<file path="src/hw/rtl/tlc_ram.sv">
// Generic single-port-write, single-port-read RAM with registered read data.
module tlc_ram #(
	parameter int W = 8,
	parameter int D = 16
) (
	input  logic                         clk,
	input  logic                         we,
	input  logic [(D > 1 ? $clog2(D) : 1)-1:0] waddr,
	input  logic [W-1:0]                 wdata,
	input  logic                         re,
	input  logic [(D > 1 ? $clog2(D) : 1)-1:0] raddr,
	output logic [W-1:0]                 rdata
);
	logic [W-1:0] mem [D];

	always_ff @(posedge clk) begin
		if (we) begin
			mem[waddr] <= wdata;
		end
		if (re) begin
			rdata <= mem[raddr];
		end
	end
endmodule
</file>
<file path="config.mk">
export PLATFORM = sky130hd
export DESIGN_NAME = tlc_ram
export DESIGN_NICKNAME = d
export VERILOG_FILES = /design/src/hw/rtl/tlc_ram.sv
export SDC_FILE = /design/constraint.sdc
export NUM_CORES = 1
export LEC_CHECK = 0
export ABC_AREA = 1
export BUFFER_PORTS_ARGS = -buffer_cell sky130_fd_sc_hd__buf_2
export CORE_ASPECT_RATIO = 1.25
export CORE_MARGIN = 2
export CORE_UTILIZATION = 50
export CTS_BUF_LIST = sky130_fd_sc_hd__clkbuf_2 sky130_fd_sc_hd__clkbuf_4 sky130_fd_sc_hd__clkbuf_8
export CTS_CLUSTER_SIZE = 20
export DETAILED_ROUTE_END_ITERATION = 8
export PLACE_DENSITY = 0.67
export SLEW_MARGIN = 40
export SYNTH_ARGS = -nofsm -noshare
export SYNTH_HDL_FRONTEND = slang
export SYNTH_SLANG_ARGS = --single-unit
</file>
<file path="constraint.sdc">
create_clock -name clk -period 1.6 [get_ports clk]
set_clock_uncertainty 0.1 [all_clocks]
set_input_delay 0.08 -clock clk [delete_from_list [all_inputs] [get_ports clk]]
set_output_delay 0.08 -clock clk [all_outputs]
set_load 0.1 [all_outputs]
</file>
=== Word level (Yosys, flattened, before mapping) ===
Memories as Yosys holds them, arrays and structs flattened. A register that Yosys moved wholly into a read port is not among the register bits.
Cells that the tools add are included.

* Logic and storage cells: 3
* Output and inout port bits: 8
* Flip-flop bits (word level): 0
* ROM bits: 0
* Memory bits (writable): 128
* Bits in latches: 0
* Memories kept: 1
* Input port bits: 19

{| class="wikitable"
|+ Memories
! memory !! depth !! width !! rd ports !! clocked after memory_dff !! write ports !! RTL line !! RTL
|-
| mem || 16 || 8 || 1 || 1 || 1 || 14 || <nowiki>logic [W-1:0] mem [D];</nowiki>
|}

* Bitwise logic cells: 0
* $add $sub $neg: 0
* Shift operators: 0
* Div/mod/pow operators: 0
* Multiplexer cells: 2
* $mul: 0
* Reductions and logical operators: 0
* Equal/unequal tests: 0
* Magnitude comparators: 0

{| class="wikitable"
|+ Operators by type and width
! cell !! number
|-
| $mux W1 || 2
|}

=== Longest topological paths before layout ===
Gate-level depths: netlist of run 1.

* Depth after elaboration: 2
* Depth in mapped cells: 8
* Depth with buffers taken out: 7

=== Least setup slack after synthesis of run 1 ===
Ideal clock, no wire load.

* Path kind: input port to flip-flop
* Start: in waddr[2] (netlist bit)
* End: mem mem[10][0], enable pin
* Cell stages on the path: 2
* Arrival time: 0.661 ns
* Setup time: 0.370 ns
* Buffers on the path: 0
* Required time: 1.130 ns
* Path slack: 0.469 ns
* Cells stage by stage: nand3b_1 > nor2_1

{| class="wikitable"
|+ RTL lines
! item !! RTL line !! RTL
|-
| from (decl) || 8 || <nowiki>input logic [(D > 1 ? $clog2(D) : 1)-1:0] waddr,</nowiki>
|-
| to (decl) || 14 ||
|}

No word-level cell before the write port.

=== Worst setup path after layout of run 1 ===
* Start: reg rdata[4] (read register of mem)
* End: out rdata[4]

{| class="wikitable"
|+ RTL lines
! item !! RTL line !! RTL
|-
| from (decl) || 12 || <nowiki>output logic [W-1:0] rdata</nowiki>
|}

No word-level cell between the ends.

==> results of run 1 <==
## layout by cell type, fill, tap and decap left out
cell type and count:
clkbuf_8 17, clkbuf_4 5, buf_4 19, inv_1 100
nand2_1 173, inv_2 2, buf_12 3, nand3b_1 2
edfxtp_1 136, buf_2 26, clkinv_1 3, clkinv_2 3
nor2_1 17, nand3_1 97, bufinv_16 1, dlygate4sd3_1 10
## power by group through the flow
stage	combinational, mW	clock, mW	sequential, mW
6_report	0.622	2.40	4.03
2_1_floorplan	0.281	0	4.23
5_1_grt	0.682	2.60	4.04
3_5_place_dp	0.602	0	4.11
4_1_cts	0.623	2.45	4.03
3_3_place_gp	0.594	0	4.11
## cell usage after synthesis (all sizes together)
| master | count |
|---|---|
| nand3b | 2 |
| edfxtp | 136 |
| nand3 | 97 |
| nor2 | 17 |
| inv | 102 |
| buf | 24 |
| nand2 | 173 |
## final cells by class
type,instances,area [sq um]
Inverter,102,383
Tap cell,138,173
Fill cell,964,4890
Multi-Input combinational cell,289,1210
Sequential cell,136,4080
Clock inverter,7,56.3
Timing Repair Buffer,58,433
Clock buffer,22,272
## stage by stage
stage                     total power, mW  instance area (sq um)  hold WS [ns]  utilization  setup slack [ns]
final                                7.06                   6610         0.178        0.575             0.205
after global routing                 7.32                   6610         0.189        0.575             0.151
after CTS                            7.10                   6610         0.154        0.575             0.180
after detailed placement             4.71                   6190         0.364        0.538             0.195
after global placement               4.70                   6190         0.358        0.538             0.224
after floorplan                      4.51                   5850        0.0789            -             0.469
## sequential cells by signal, indices dropped and copies added, names as in the netlist
| register | cells |
|---|---|
| mem | 128 |
| rdata | 8 |
## worst paths after layout
check	end	depth (start not counted)	startpoint	slack (ns)
max reg2reg	rdata[3]	6	mem[1][3]	0.35
min reg2reg	rdata[1]	6	mem[12][1]	0.64
max	rdata[4]	1	rdata[4]	0.20
min	rdata[2]	5	raddr[2]	0.18
## cells by family after synthesis
family,Yosys count,share of synthesized area
simple gates,289,0.208
flops,136,0.698
buf+inv,126,0.0939
## layer usage
layer | global-route usage | wire length [um]
met1 | 0.298 | 5500
met2 | 0.334 | 5920
met3 | 0.0421 | 651
met4 | 0.0766 | 200
met5 | 0 | 0
==> flow_summary.json, run 1 <==
{
  "status": "finished, final reports clean",
  "startpoint_type": "flop",
  "fin_cells": 752,
  "critPathMaxStageDelay_ns": 0.43,
  "initial_core_util": 0.508,
  "p_int_mw": 5.44,
  "vias_per_cell": 5.11,
  "core-area_sq_mm": 0.0115,
  "ys_warn_count": 0,
  "crit_slowest_cell": "buf_2",
  "ant_nets": 0,
  "cts_setup_buffers": 0,
  "crit_required_ns": 1.42,
  "portBuffers": 26,
  "insertion_delay_ns": 0.42,
  "cap_viol_max_count": 0,
  "ys_types": 11,
  "grt_pass1_vias": 3883,
  "cts_hold_buf": 10,
  "overflow": 0,
  "die-area_sq_mm": 0.0126,
  "grt_usage": 0.213,
  "yosysSeqAreaShare": 0.698,
  "critical_path_peak_fanout": 1,
  "hpwlAfterDp_um": 7740,
  "gp_congestion": 0.821,
  "via_count": 3846,
  "cts_tree": "built",
  "endpoint_kind": "output port",
  "critPathArrivalTime_ns": 1.22,
  "syn_area_per_cell_sq_um": 10.6,
  "rsz0062_at_grt": "no",
  "routed_wl_um": 12300,
  "min_period_ns": 1.40,
  "relSlewSlack": 0.607,
  "drv_slew": 0,
  "diodes": 0,
  "setup_viol_count_final": 0,
  "synthCells": 551,
  "grt_max_degree": 65,
  "synth_top_area_share": 0.698,
  "hp-class": "in2reg",
  "wl_per_cell_um": 16.3,
  "power_density_mw_per_mm2": 1070,
  "io_pins": 27,
  "numCtsBuffers": 17,
  "crit_chain": "buf_2",
  "comb_power_share": 0.088,
  "p_leak_nw": 2.88,
  "syn_nets": 570,
  "setup-tns-final_ns": 0,
  "seqPwrFrac": 0.571,
  "post_cts_resized": 0,
  "root_buffer": "clkbuf_8",
  "swShare": 0.230,
  "drtPass1Iterations": 5,
  "cts.clk_slew.worst_paths_ns": 0.07,
  "cts-htree-levels": 4,
  "ys_ff_latch": 136,
  "drc": 0,
  "syn-cell-area_sq_mm": 0.00585,
  "synth_top_cell_by_area": "edfxtp_1",
  "drive_above_1_share": 0.124,
  "die_h_um": 125,
  "tightest_slew_ns": 0.589,
  "fmax_ghz": 0.717,
  "crit_family": "buffers and inverters",
  "area_growth_pct": 13.1,
  "crit_buf_inv": 1,
  "cts_sinks": 136,
  "drt_iter0_drc": 346,
  "worst-setup-path-type": "reg2out",
  "hold_viol": 0,
  "nets": 623,
  "cts_buffer_depth": 2,
  "placedCellCount": 713,
  "antenna_found_initial": 0,
  "dieWidth_um": 101,
  "yosys-top-cells-area": "edfxtp_1, nand2_1, nand3_1, inv_1, buf_6",
  "fin_crit_sh": 0.872,
  "rows": 44,
  "pwr-share-clk": 0.340,
  "ir_drop_uv": 479,
  "grt_pass1_wl_um": 20100,
  "switchingPower_mw": 1.62
}
No activity file was read; power rests on OpenSTA's default activity.
==> run 2, diff against run 1 <==
--- a/config.mk
+++ b/config.mk
@@ -14,6 +14,7 @@
 export CTS_CLUSTER_SIZE = 20
 export DETAILED_ROUTE_END_ITERATION = 8
 export PLACE_DENSITY = 0.67
+export REMOVE_ABC_BUFFERS = 1
 export SLEW_MARGIN = 40
 export SYNTH_ARGS = -nofsm -noshare
 export SYNTH_HDL_FRONTEND = slang
==> run 2 against run 1 <==
Compared with the run above:
- non-clock buffer count increased by 2
- clock-buffer cell count decreased by 4
- combinational power up 1%
- sequential power hardly changed
- register-to-register slack worse by 0.04 ns
==> flow_summary.json, run 2 (same netlist as run 1, synthesis figures left out) <==
{
  "cts_sinks": 136,
  "critical_path_peak_fanout": 1,
  "routed_wl_um": 13000,
  "hpwlAfterDp_um": 8420,
  "grt_max_degree": 42,
  "hold_viol": 0,
  "dpl-instance-area_sq_mm": 0.00620,
  "rsz0062_at_grt": "no",
  "cts_buffer_depth": 2,
  "total_power_mw": 7.38,
  "die_h_um": 125,
  "largest_reg_flops": 128,
  "gp_congestion": 0.918,
  "relSlewSlack": 0.605,
  "die-area_sq_mm": 0.0126,
  "crit_slowest_cell": "buf_2",
  "initial_core_util": 0.508,
  "hold-worst-slack_ns": 0.163,
  "worst-setup-path-type": "reg2out",
  "fin_crit_sh": 0.908,
  "numCtsBuffers": 17,
  "cts-htree-levels": 4,
  "use_met2": 0.380,
  "antenna_found_initial": 0,
  "final_cell_mix": "nand2_1, edfxtp_1, inv_1",
  "regMostFlops": "mem",
  "startpoint_type": "flop",
  "hold_depth": 4,
  "overflow": 0,
  "ir_drop_uv": 532,
  "crit_family": "buffers and inverters",
  "endpoint_kind": "output port",
  "grt.met1_usage": 0.265,
  "grt_pass1_vias": 3792,
  "vias_per_cell": 5.12,
  "status": "finished, final reports clean",
  "final_common_cell": "nand2_1",
  "area_growth_pct": 14.3,
  "hp-class": "in2reg",
  "power_density_mw_per_mm2": 1100,
  "rows": 44,
  "met3_usage": 0.0544,
  "dieWidth_um": 101,
  "cp_num_cells": 1,
  "drv_slew": 0,
  "drt_iter0_drc": 284,
  "crit_required_ns": 1.42,
  "core-area_sq_mm": 0.0115,
  "crit_buf_inv": 1,
  "grt_usage": 0.222,
  "wl_per_cell_um": 17.2,
  "fmax_ghz": 0.688,
  "gr-max-usage-layer": "met2",
  "critPathMaxStageDelay_ns": 0.44,
  "via_count": 3878,
  "cts_setup_buffers": 0,
  "ant_nets": 0,
  "root_buffer": "clkbuf_8",
  "insertion_delay_ns": 0.44,
  "cts_tree": "built",
  "diodes": 0,
  "r2r_cells": 6,
  "p_leak_nw": 2.91,
  "drtPass1Iterations": 6,
  "io_pins": 27,
  "tightest_slew_ns": 0.591,
  "cts.clk_slew.worst_paths_ns": 0.07,
  "cap_viol_max_count": 0,
  "critPathArrivalTime_ns": 1.27,
  "crit_chain": "buf_2",
  "largestRegisters": "mem x128, rdata x8",
  "setup-tns-final_ns": 0,
  "drive_above_1_share": 0.126,
  "design_area_sq_mm": 0.00668,
  "portBuffers": 26,
  "min_period_ns": 1.45,
  "nets": 625,
  "setup_viol_count_final": 0,
  "grt_pass1_wl_um": 20400,
  "drc": 0
}
==> run 2: through the flow <==
step	utilization	cells	worst slack (ns)
2_1_floorplan	-	527	0.299
3_3_place_gp	0.539	715	0.200
3_5_place_dp	0.539	715	0.192
4_1_cts	0.581	757	0.125
5_1_grt	0.581	757	0.114
6_report	0.581	757	0.147
==> run 2: tightest hold or removal path, cell delays in order <==
cell and delay (ns):
buf_2 0.11, nand2_1 0.10, nor2_1 0.10, buf_4 0.18
==> run 2: final cells by class <==
cell class	instances	area, sq um
inverters	102	383
well taps	138	173
clock buffers	18	241
clock inverters	14	138
multi-input cells	289	1210
repair buffers	60	448
fillers	946	4830
flip-flops and latches	136	4080
==> run 2: report_power, final <==
group          total, mW  switching, mW  internal (mW)
combinational      0.631          0.466          0.166
clock               2.71           1.20           1.51
sequential          4.04         0.0239           4.01
==> run 2: routing by layer <==
| metal | share of wire | vias up |
|---|---|---|
| li1 | - | 1885 |
| met1 | 0.40 | 1846 |
| met2 | 0.53 | 124 |
| met3 | 0.046 | 23 |
| met4 | 0.026 | 0 |
| met5 | 0 | - |
==> run 2: final timing paths <==
check                           startpoint   endpoint  slack, ns
worst min register to register  mem[10][0]   rdata[0]       0.66
worst min-delay path                    we  mem[1][1]       0.16
worst max register to register  mem[11][1]   rdata[1]       0.31
worst max-delay path              rdata[7]   rdata[7]       0.15
==> run 2: repair_timing <==
| action | CTS | global route |
|---|---|---|
| hold buffers | 10 | 0 |
| resized for setup | 0 | 0 |
| hold endpoints to repair | 140 | 0 |
| endpoints found under the setup margin | 0 | 0 |
